$ cat src/ddcp_pkg.sv
package ddcp_pkg;

  // Widths of the item fields.
  localparam int YEAR_W    = 14;
  localparam int MONTH_W   = 4;
  localparam int DAY_W     = 5;
  localparam int ELAPSED_W = 22;
  localparam int CYCLES_W  = 20;
  localparam int PHASE_W   = 3;

  // A day number counts days since 0001-01-01. The largest 14-bit year
  // keeps it below 2**23.
  localparam int DAYNUM_W = 23;

  localparam int DAYS_PER_YEAR = 365;

  // Division by 25 through a reciprocal. floor(x * 5243 / 2**17) equals
  // floor(x / 25) for every x below 43690, and the operands here stay below 4096.
  localparam int          RECIP25_SH = 17;
  localparam logic [12:0] RECIP25    = 13'd5243;
  localparam int          CENTURY_Q  = 25;

  // Result of one day-number pipeline: the day number and whether the date was valid.
  typedef struct packed {
    logic [DAYNUM_W-1:0] day_num;
    logic                ok;
  } day_num_t;

  // Days in the months before the given month of a common year.
  function automatic logic [8:0] days_before_month(input logic [MONTH_W-1:0] month);
    logic [8:0] days;
    case (month)
      4'd1:    days = 9'd0;
      4'd2:    days = 9'd31;
      4'd3:    days = 9'd59;
      4'd4:    days = 9'd90;
      4'd5:    days = 9'd120;
      4'd6:    days = 9'd151;
      4'd7:    days = 9'd181;
      4'd8:    days = 9'd212;
      4'd9:    days = 9'd243;
      4'd10:   days = 9'd273;
      4'd11:   days = 9'd304;
      4'd12:   days = 9'd334;
      default: days = 9'd0;
    endcase
    return days;
  endfunction

  // Length of a month. A month code that is out of range gives zero.
  function automatic logic [DAY_W-1:0] month_length(input logic [MONTH_W-1:0] month,
                                                    input logic leap);
    logic [DAY_W-1:0] len;
    case (month)
      4'd1, 4'd3, 4'd5, 4'd7, 4'd8, 4'd10, 4'd12: len = 5'd31;
      4'd4, 4'd6, 4'd9, 4'd11:                    len = 5'd30;
      4'd2:    len = leap ? 5'd29 : 5'd28;
      default: len = 5'd0;
    endcase
    return len;
  endfunction

endpackage

$ cat src/ddcp_day_number.sv
// Three-stage pipeline that turns a date into its day number and checks it.
module ddcp_day_number #(
  parameter int MAX_YEAR = 9999
) (
  input  logic                             clk,
  input  logic [ddcp_pkg::YEAR_W-1:0]      year,
  input  logic [ddcp_pkg::MONTH_W-1:0]     month,
  input  logic [ddcp_pkg::DAY_W-1:0]       day,
  output ddcp_pkg::day_num_t               result
);

  localparam int NW = ddcp_pkg::DAYNUM_W;
  localparam int SH = ddcp_pkg::RECIP25_SH;

  // Stage 1: constant products.
  logic [ddcp_pkg::YEAR_W-1:0] py;
  logic [NW-1:0]               py365;
  logic [24:0]                 p100;
  logic [22:0]                 p400;
  logic [24:0]                 y100p;
  logic [22:0]                 y400p;
  logic [11:0]                 py4;
  logic [11:0]                 y2;
  logic [9:0]                  y4;
  logic                        y_div4;
  logic                        y_div16;
  logic                        year_ok;
  logic [ddcp_pkg::MONTH_W-1:0] month1;
  logic [ddcp_pkg::DAY_W-1:0]   day1;

  assign py = year - 14'd1;

  always_ff @(posedge clk) begin
    py365   <= NW'(py) * NW'(ddcp_pkg::DAYS_PER_YEAR);
    p100    <= 25'(py[13:2]) * 25'(ddcp_pkg::RECIP25);
    p400    <= 23'(py[13:4]) * 23'(ddcp_pkg::RECIP25);
    y100p   <= 25'(year[13:2]) * 25'(ddcp_pkg::RECIP25);
    y400p   <= 23'(year[13:4]) * 23'(ddcp_pkg::RECIP25);
    py4     <= py[13:2];
    y2      <= year[13:2];
    y4      <= year[13:4];
    y_div4  <= (year[1:0] == 2'd0);
    y_div16 <= (year[3:0] == 4'd0);
    year_ok <= (year != '0) && (32'(year) <= 32'(MAX_YEAR));
    month1  <= month;
    day1    <= day;
  end

  // Stage 2: quotients, leap year, validity and the bulk of the sum.
  logic [7:0]            q100;
  logic [5:0]            q400;
  logic [7:0]            qy100;
  logic [5:0]            qy400;
  logic [11:0]           r100;
  logic [9:0]            r400;
  logic                  leap;
  logic [ddcp_pkg::DAY_W-1:0] mlen;
  logic [NW-1:0]         base2;
  logic [7:0]            q100_2;
  logic [5:0]            q400_2;
  logic                  adj2;
  logic                  ok2;

  always_comb begin
    q100  = p100[SH +: 8];
    q400  = p400[SH +: 6];
    qy100 = y100p[SH +: 8];
    qy400 = y400p[SH +: 6];
    r100  = y2 - 12'(qy100) * 12'(ddcp_pkg::CENTURY_Q);
    r400  = y4 - 10'(qy400) * 10'(ddcp_pkg::CENTURY_Q);
    // Divisible by 4, and either not a century or a multiple of 400.
    leap  = y_div4 && ((r100 != '0) || (y_div16 && (r400 == '0)));
    mlen  = ddcp_pkg::month_length(month1, leap);
  end

  always_ff @(posedge clk) begin
    base2  <= py365 + NW'(py4) + NW'(ddcp_pkg::days_before_month(month1))
              + NW'(day1) - NW'(1);
    q100_2 <= q100;
    q400_2 <= q400;
    adj2   <= leap && (month1 > 4'd2);
    ok2    <= year_ok && (month1 >= 4'd1) && (month1 <= 4'd12)
              && (day1 != '0) && (day1 <= mlen);
  end

  // Stage 3: century corrections and the leap day.
  always_ff @(posedge clk) begin
    result.day_num <= base2 - NW'(q100_2) + NW'(q400_2) + NW'(adj2);
    result.ok      <= ok2;
  end

endmodule

$ cat src/date_difference_cycle_phase.sv
// Days between two Gregorian dates, with whole work/rest cycles and the phase in the
// current cycle. Raise start with both dates on the input ports. The item is taken at
// the clock edge where start is high and busy is low. busy is high only during reset,
// so a new item can be taken in every cycle. Each result is driven from
// the output registers of the last stage. It stays on elapsed_days,
// full_cycles, cycle_phase and date_error for one cycle, marked by done.
// Results come out in the order the items went in. The receiver cannot
// hold a result back, so it must capture every cycle in which done is
// high. The pipeline has six register stages: three stages compute the day number of
// each date (constant products, then quotients and validity, then the final sum). One
// stage takes the difference. The last two stages divide by the cycle length through
// a reciprocal multiply, then form the remainder. The start date is day zero. Leap
// years follow the rule of 4, 100 and 400. Phases 0 to 2 are work days and phases 3
// and 4 are rest days under the default five-day cycle. A date with a year outside 1
// to MAX_YEAR, a month outside 1 to 12, or a day outside its month is invalid. An
// invalid date, or an end date before the start date, sets date_error. It also forces
// all three counts to zero.
module date_difference_cycle_phase #(
  parameter int MAX_YEAR  = 9999,
  parameter int CYCLE_LEN = 5
) (
  input  logic                               clk,
  input  logic                               rst,
  input  logic                               start,
  output logic                               busy,
  input  logic [ddcp_pkg::YEAR_W-1:0]        start_year,
  input  logic [ddcp_pkg::MONTH_W-1:0]       start_month,
  input  logic [ddcp_pkg::DAY_W-1:0]         start_day,
  input  logic [ddcp_pkg::YEAR_W-1:0]        end_year,
  input  logic [ddcp_pkg::MONTH_W-1:0]       end_month,
  input  logic [ddcp_pkg::DAY_W-1:0]         end_day,
  output logic                               done,
  output logic [ddcp_pkg::ELAPSED_W-1:0]     elapsed_days,
  output logic [ddcp_pkg::CYCLES_W-1:0]      full_cycles,
  output logic [ddcp_pkg::PHASE_W-1:0]       cycle_phase,
  output logic                               date_error
);

  localparam int NW      = ddcp_pkg::DAYNUM_W;
  localparam int LATENCY = 6;

  // The quotient floor(x * RECIP / 2**SH) is exact for every NW-bit x when SH is
  // NW + ceil(log2(CYCLE_LEN)) and RECIP is rounded up; RECIP fits in NW + 1 bits.
  localparam int          CL_BITS = $clog2(CYCLE_LEN);
  localparam int          SH      = NW + CL_BITS;
  localparam int          MW      = NW + 1;
  localparam int          PW      = NW + MW;
  localparam longint      RECIP_L = ((longint'(1) << SH) + longint'(CYCLE_LEN) - 1)
                                    / longint'(CYCLE_LEN);
  localparam logic [MW-1:0] RECIP = MW'(RECIP_L);

  logic accept;
  assign busy   = rst;
  assign accept = start && !busy;

  // Valid bits travel alongside the data stages; done is the last of them.
  logic [LATENCY-1:0] vld;

  always_ff @(posedge clk) begin
    if (rst) begin
      vld <= '0;
    end else begin
      vld <= {vld[LATENCY-2:0], accept};
    end
  end

  assign done = vld[LATENCY-1];

  // Stages 1 to 3: one day-number pipeline for each date.
  ddcp_pkg::day_num_t start_num;
  ddcp_pkg::day_num_t end_num;

  ddcp_day_number #(.MAX_YEAR(MAX_YEAR)) u_start_num (
    .clk    (clk),
    .year   (start_year),
    .month  (start_month),
    .day    (start_day),
    .result (start_num)
  );

  ddcp_day_number #(.MAX_YEAR(MAX_YEAR)) u_end_num (
    .clk    (clk),
    .year   (end_year),
    .month  (end_month),
    .day    (end_day),
    .result (end_num)
  );

  // Stage 4: the span and the error flag.
  logic [NW-1:0] diff4;
  logic          err4;

  always_ff @(posedge clk) begin
    diff4 <= end_num.day_num - start_num.day_num;
    err4  <= !start_num.ok || !end_num.ok || (end_num.day_num < start_num.day_num);
  end

  // Stage 5: reciprocal product for the division by the cycle length.
  logic [PW-1:0] prod5;
  logic [NW-1:0] diff5;
  logic          err5;

  always_ff @(posedge clk) begin
    prod5 <= PW'(diff4) * PW'(RECIP);
    diff5 <= diff4;
    err5  <= err4;
  end

  // Stage 6: quotient, remainder and the registered result.
  logic [NW-1:0] quot;
  logic [NW-1:0] rem;

  always_comb begin
    quot = NW'(prod5 >> SH);
    rem  = diff5 - quot * NW'(CYCLE_LEN);
  end

  always_ff @(posedge clk) begin
    if (err5) begin
      elapsed_days <= '0;
      full_cycles  <= '0;
      cycle_phase  <= '0;
    end else begin
      elapsed_days <= diff5[ddcp_pkg::ELAPSED_W-1:0];
      full_cycles  <= quot[ddcp_pkg::CYCLES_W-1:0];
      cycle_phase  <= rem[ddcp_pkg::PHASE_W-1:0];
    end
    date_error <= err5;
  end

  // Every item taken comes out as a result, marked by done.
  a_result_follows_item: assert property (@(posedge clk) disable iff (rst)
    accept |-> ##6 done)
    else $error("item taken without a result six cycles later");

  // No result appears that no item caused.
  a_no_spurious_result: assert property (@(posedge clk) disable iff (rst)
    done |-> $past(accept, 6))
    else $error("result without a matching item");

  // An error result carries zero counts.
  a_error_zeroes_counts: assert property (@(posedge clk) disable iff (rst)
    (done && date_error) |-> (elapsed_days == '0) && (full_cycles == '0)
                             && (cycle_phase == '0))
    else $error("error result with nonzero counts");

  // The remainder stage always lands below the cycle length.
  a_phase_in_range: assert property (@(posedge clk) disable iff (rst)
    done |-> (32'(cycle_phase) < 32'(CYCLE_LEN)))
    else $error("cycle phase out of range");

endmodule
$ cat config.mk
export PLATFORM = sky130hd
export DESIGN_NAME = date_difference_cycle_phase
export DESIGN_NICKNAME = d
export VERILOG_FILES = /design/src/ddcp_pkg.sv /design/src/ddcp_day_number.sv /design/src/date_difference_cycle_phase.sv
export SDC_FILE = /design/constraint.sdc
export NUM_CORES = 2
export LEC_CHECK = 0
export BUFFER_PORTS_ARGS = -buffer_cell sky130_fd_sc_hd__buf_2
export CAP_MARGIN = 15
export CORE_MARGIN = 8
export CORE_UTILIZATION = 65
export CTS_BUF_LIST = sky130_fd_sc_hd__clkbuf_4 sky130_fd_sc_hd__clkbuf_8
export DETAILED_ROUTE_END_ITERATION = 8
export GPL_TIMING_DRIVEN = 0
export PLACE_DENSITY = 0.88
export SYNTH_ARGS = -nofsm -noshare
export SYNTH_HDL_FRONTEND = slang
export SYNTH_SLANG_ARGS = --single-unit
$ cat constraint.sdc
create_clock -name clk -period 11.7 [get_ports clk]
set_clock_uncertainty 0.05 [all_clocks]
set_input_delay 0.585 -clock clk [delete_from_list [all_inputs] [get_ports clk]]
set_output_delay 0.585 -clock clk [all_outputs]
set_load 0.02 [all_outputs]
## Word-level counts from Yosys, hierarchy flattened

Memory sizes are Yosys's and may differ from the RTL's. A register that Yosys moved wholly into a read port is not among the register bits.
Index checks and enable logic that the tools add are counted.
Widths: inputs -> output; s select.

- Latch bits: 0
- Memory bits (writable): 0
- Memories kept: 2
- Bits in read-only memories: 288
- Flip-flop bits (word level): 602
- Word-level logic and storage cells: 169

Memories:

| memory | depth | bits a word | rd ports | clocked after memory_dff | write ports | line | source |
|---|---|---|---|---|---|---|---|
| (name not given) | 16 | 9 | 1 | 1 | 0 | ddcp_pkg.sv:32 | `case (month)` |
| (name not given) | 16 | 9 | 1 | 1 | 0 | ddcp_pkg.sv:32 |  |

- $mul: 16
- Magnitude comparators: 11
- Div/mod/pow operators: 0
- Equality and inequality tests: 24
- Add/subtract/negate cells: 22
- Bitwise operators: 0
- Muxes and demuxes: 4
- Shift-type cells: 0
- Reduce and logical (&&, ||, !) cells: 40

Operator list:

| kind | number |
|---|---|
| $mul 12x13->25 const B | 4 |
| $mul 10x13->23 const B | 4 |
| $mul 23x24->47 const B | 1 |
| $add 23x1->23 | 2 |
| $add 23x12->23 | 2 |
| $add 23x5->23 | 2 |
| $add 23x6->23 | 2 |
| $add 23x9->23 | 2 |
| $mul 14x9->23 const B | 2 |
| $sub 23x1->23 const B | 2 |
| $sub 23x8->23 | 2 |
| $eq 4x4->1 const B | 10 |
| $eq 4x3->1 const B | 8 |
| $pmux 5 s3 | 2 |
| $le 14x14->1 const B | 2 |
| $reduce_bool 14->1 | 2 |
| $sub 14x1->14 const B | 2 |
| $mul 8x5->12 const B | 2 |
| $reduce_bool 12->1 | 2 |
| $sub 12x12->12 | 2 |
| $lt 23x23->1 | 1 |
| $sub 23x23->23 | 1 |
| $mul 21x3->3 const B | 1 |
| $logic_not 10->1 | 2 |
| other kinds (18) | 55 |

## Logic depth before layout (Yosys ltp)

- Depth in word-level cells: 10
- Gate-level depth with buffers: 30
- Mapped depth without buffers: 30

## By module

Synthesis repeated with hierarchy kept, for this count alone.

- Cells, all modules: 4917
- Area, all modules: 47931.0 um^2

By module, submodules not included:

| module | times used | seq. area each (um^2) | cells each | area each (um^2) |
|---|---|---|---|---|
| ddcp_day_number at u_start_num | 1 | 3183.1 | 1914 | 18412.7 |
| ddcp_day_number at u_end_num | 1 | 3183.1 | 1879 | 18152.4 |
| date_difference_cycle_phase | 1 | 2382.3 | 1124 | 11365.9 |

## Least setup slack after synthesis

No wires, ideal clock.

- Path type: input port to flip-flop
- Start: in end_year[4] in the netlist's numbering
- End: reg u_end_num.p100[22]
- Slack: 4.481 ns
- Setup time: 0.142 ns
- Stages: 28
- Required time: 11.508 ns
- Data arrival time: 7.027 ns
- Cell sequence: inv_1 > ha_1 > nor4b_2 > nand2_1 > nor3_1 > nand2_1 > a21boi_0 > xnor2_1 > inv_1 > ha_1 > inv_1 > ha_1 > inv_1 > fa_1 > fa_1 > inv_1 > fa_1 > inv_1 > fa_1 > inv_1 > ha_1 > a2111oi_0 > nand2_1 > o311a_1 > a211o_1 > a21oi_1 > o21a_1 > o311ai_0

- Word-level cells in the longest chain between the ends: 2

Ends and longest elaborated chain:

| element | line | source |
|---|---|---|
| start: declaration | date_difference_cycle_phase.sv:29 | `input logic [ddcp_pkg::YEAR_W-1:0] end_year,` |
| $sub 14x1->14 | ddcp_day_number.sv:31 | `assign py = year - 14'd1;` |
| named net u_end_num.py, one bit | ddcp_day_number.sv:16 | `logic [ddcp_pkg::YEAR_W-1:0] py;` |
| $mul 12x13->25 | ddcp_day_number.sv:35 | `p100 <= 25'(py[13:2]) * 25'(ddcp_pkg::RECIP25);` |
| end signal: assignment | ddcp_day_number.sv:35 |  |
| end: declaration | ddcp_day_number.sv:18 | `logic [24:0] p100;` |

The timed path passes the listed nets, and every way through them passes these cells.
A chain may end at the register's enable or synchronous reset.

## Worst setup path after layout

Ends and elaborated chain as after synthesis.

==> key figures <==
Status
  • Outcome: finished, final reports clean

Drt
  • Drc violations: 0
  • DR iter-0 viols: approximately 1700
  • WL final: between 90 and 100 mm
  • Uppermost routed layer: met4
  • WL/cell: 16.7 um
  • Via count: 32500
  • Number of vias per cell: 5.46
  • M1 WL: 40.2 mm
  • Pre-antenna DRT Iters: 5
  • Antenna Nets Post-Route: 0
  • Met3 wire length: approximately 5.3 mm
  • Met2 Routed Length: a little over 50 mm

Cells and area
  • Multi-input logic area: 0.0334 sq mm
  • Reg area: 0.00875 sq mm
  • Nets: 6568
  • Commonest cells after routing, fill and taps aside: inv_1 (1228), ha_1 (1042), fa_1 (532)
  • Fillers: ~4800
  • Most common cell after layout, fill and taps aside: inv_1
  • Area Growth Syn to Fin: 7.45%
  • Layout cells sized above 1: 5.87%

Critical path
  • Startpoint types: input pin
  • Worst R2R Start: diff4[6]
  • Register-to-Register Path Depth: 23
  • Maximum fanout along the worst path: 12
  • CP Class: input pin to flip-flop
  • RR Endpoint: prod5[43]
  • Slowest cell on crit path: a2111oi_0
  • Reg2Reg Setup Slack: 4.80 ns
  • Crit-path max cell delay: 0.63 ns
  • WP data arrival: 8.99 ns
  • Most frequent CP cell: inv_1
  • Required time at the worst-slack endpoint: between 10 and 15 ns
  • Worst Setup SP: end_year[4]
  • Crit path capture type: flip-flop
  • CP endpoint: u_end_num.p100[22]

STA
  • Max-slew violation count: 0
  • # setup viols final: 0
  • RSZ-0062 raised after global routing: false
  • Crit path time final: 8.56 ns
  • Tcrit/Tclk final: between 70% and 80%
  • Slew margin rel.: 19.3%
  • Total negative slack: 0 ns
  • Fmax: between 100 and 150 MHz
  • Worst-Margin Slew: between 1 and 1.5 ns
  • Final Hold Viols: 0

GRT
  • Vias in the first global route: 35300
  • Initial antenna violation count: 4
  • Global-route wire length before repair: 167 mm
  • Gr ovfl total: 0
  • Total track usage: between 20% and 30%
  • Largest net degree at the start of global routing: 14

Logic synthesis
  • Top cell type by total area after synthesis: ha_1
  • Syn nets: around 6400
  • Synth Warn #: 0
  • Unique masters post-synth: 82
  • Leading post-synthesis cells by cell area: ha_1 (28%), fa_1 (23%), dfxtp_1 (19%)
  • Synth async-reset ratio: 0%
  • Syn_area_per_cell: 9.84 sq um
  • Register bit total from synthesis: 437
  • Register area share after synthesis: a little under a fifth
  • Ys flop type: dfxtp_1
  • Area of the mapped netlist: 0.0468 sq mm
  • Synth top area share: 27.9%
  • Post-synth EDFFs: 0
  • Gate Count Post-Synth: 4759

Clock tree
  • H-tree levels: 3
  • CTS tree: yes
  • Post-CTS setup buffers: 0
  • Num CTS Buffers: 75
  • Worst skew pair latency: 0.68 ns
  • Max Root-Sink Buffers: 3
  • Clock slew at reported path FFs: ~0.06 ns
  • Clock sink total: 437
  • Root buffer cell: clkbuf_8

Die
  • Die width: between 200 and 300 um
  • Initial Utilization: 65.6%
  • Core Area: approximately 0.071 sq mm
  • Die height: 284 um
  • Die ar.: a little over 0.08 sq mm
  • Io pins: 97
  • Row count: 98

Placed design
  • Post-DP HPWL: 82.4 mm
  • # port buffers: between 90 and 100
  • RePlAce Congestion: 0.955

Job
  • Max cap viols: 0

Min path
  • Hold Path Class: input pin to flip-flop
## cells by family (layout without fill, tap and decap cells)
family	Yosys count	in the layout	share of synthesized area, %
other	0	4	0
AOI/OAI and AO/OA	617	617	8.75
adders and majority gates	1574	1574	50.6
xor gates and xnor gates	266	266	4.98
and+or+nand+nor	592	592	6.41
muxes	21	21	0.519
buffers and inverters	1252	1498	10.0
DFF	437	437	18.7
## synth_stat cells (all sizes together), types with 23 or more instances
cell	instances
inv	1228
ha	1042
fa	532
dfxtp	437
xnor2	213
a21oi	177
nor2	152
o21ai	122
nand2	104
nor2b	89
a21o	83
nor3	56
xor2	53
nand3	48
o21a	39
o21bai	34
or2	26
nand2b	23
nand4	23
## cell type report
type	count	share of cell area, %
diodes	4	0.0199
clock inverters	21	0.413
well taps	950	2.36
inverters	1229	9.17
repair buffers	109	1.21
clock buffers	116	2.93
multi-input cells	3070	66.3
flip-flops and latches	437	17.4
plain buffers	23	0.179
## sequential cells by signal, indices dropped and copies added (netlist names), 10 cells and up, named ones only
register / count
u_start_num.result: 24
diff4: 23
u_end_num.result: 24
u_start_num.py365: 23
elapsed_days: 22
u_end_num.y2: 10
u_start_num.base2: 23
u_end_num.py365: 23
diff5: 22
u_start_num.py4: 10
prod5: 20
full_cycles: 20
u_end_num.base2: 23
u_end_num.py4: 10
u_start_num.y2: 10
## worst min path at each step
stage,start,end,slack (ns),cells past startpoint
floorplan,err4,err5,0.26,0
global placement,u_start_num.p400[22],u_start_num.q400_2[5],0.26,0
detailed placement,u_end_num.p100[20],u_end_num.q100_2[3],0.26,0
CTS,start,vld[0],0.02,2
global route,end_month[0],u_end_num.month1[0],0.04,1
finish,start_month[3],u_start_num.month1[3],0.07,1
## stage by stage
step           utilization (%)  setup slack (ns)  hold WS (ns)  instance area, sq um  instances
4_1_cts                   70.5              3.32        0.0173                 50300       5955
5_1_grt                   70.5              2.61        0.0407                 50300       5959
3_3_place_gp              67.9              3.05         0.260                 48500       5805
2_1_floorplan                -              4.48         0.260                 46800       4759
3_5_place_dp              67.9              2.67         0.262                 48500       5805
6_report                  70.5              3.14        0.0671                 50300       5959
## worst max-delay path, delay by kind of cell
kind,cells,cell delay (ns)
and+or+nand+nor,5,1.12
buffers and inverters,8,1.18
AOI/OAI and AO/OA,7,2.60
xor gates and xnor gates,1,0.30
adders and majority gates,8,3.19
## per-layer routing
layer | track usage, % | vias up
li1 | - | 15700
met1 | 29.2 | 15700
met2 | 45.5 | 904
met3 | 3.92 | 263
met4 | 9.43 | 0
met5 | 0 | -
## timing repair
| action | 4_1_cts | 5_1_grt |
|---|---|---|
| hold buffers | 13 | 0 |
| hold endpoints to repair | 13 | 0 |
| resized for setup | 0 | 0 |
Power is not shown: default switching activity piles up to over one toggle a cycle in this logic, so the estimate is an artifact.
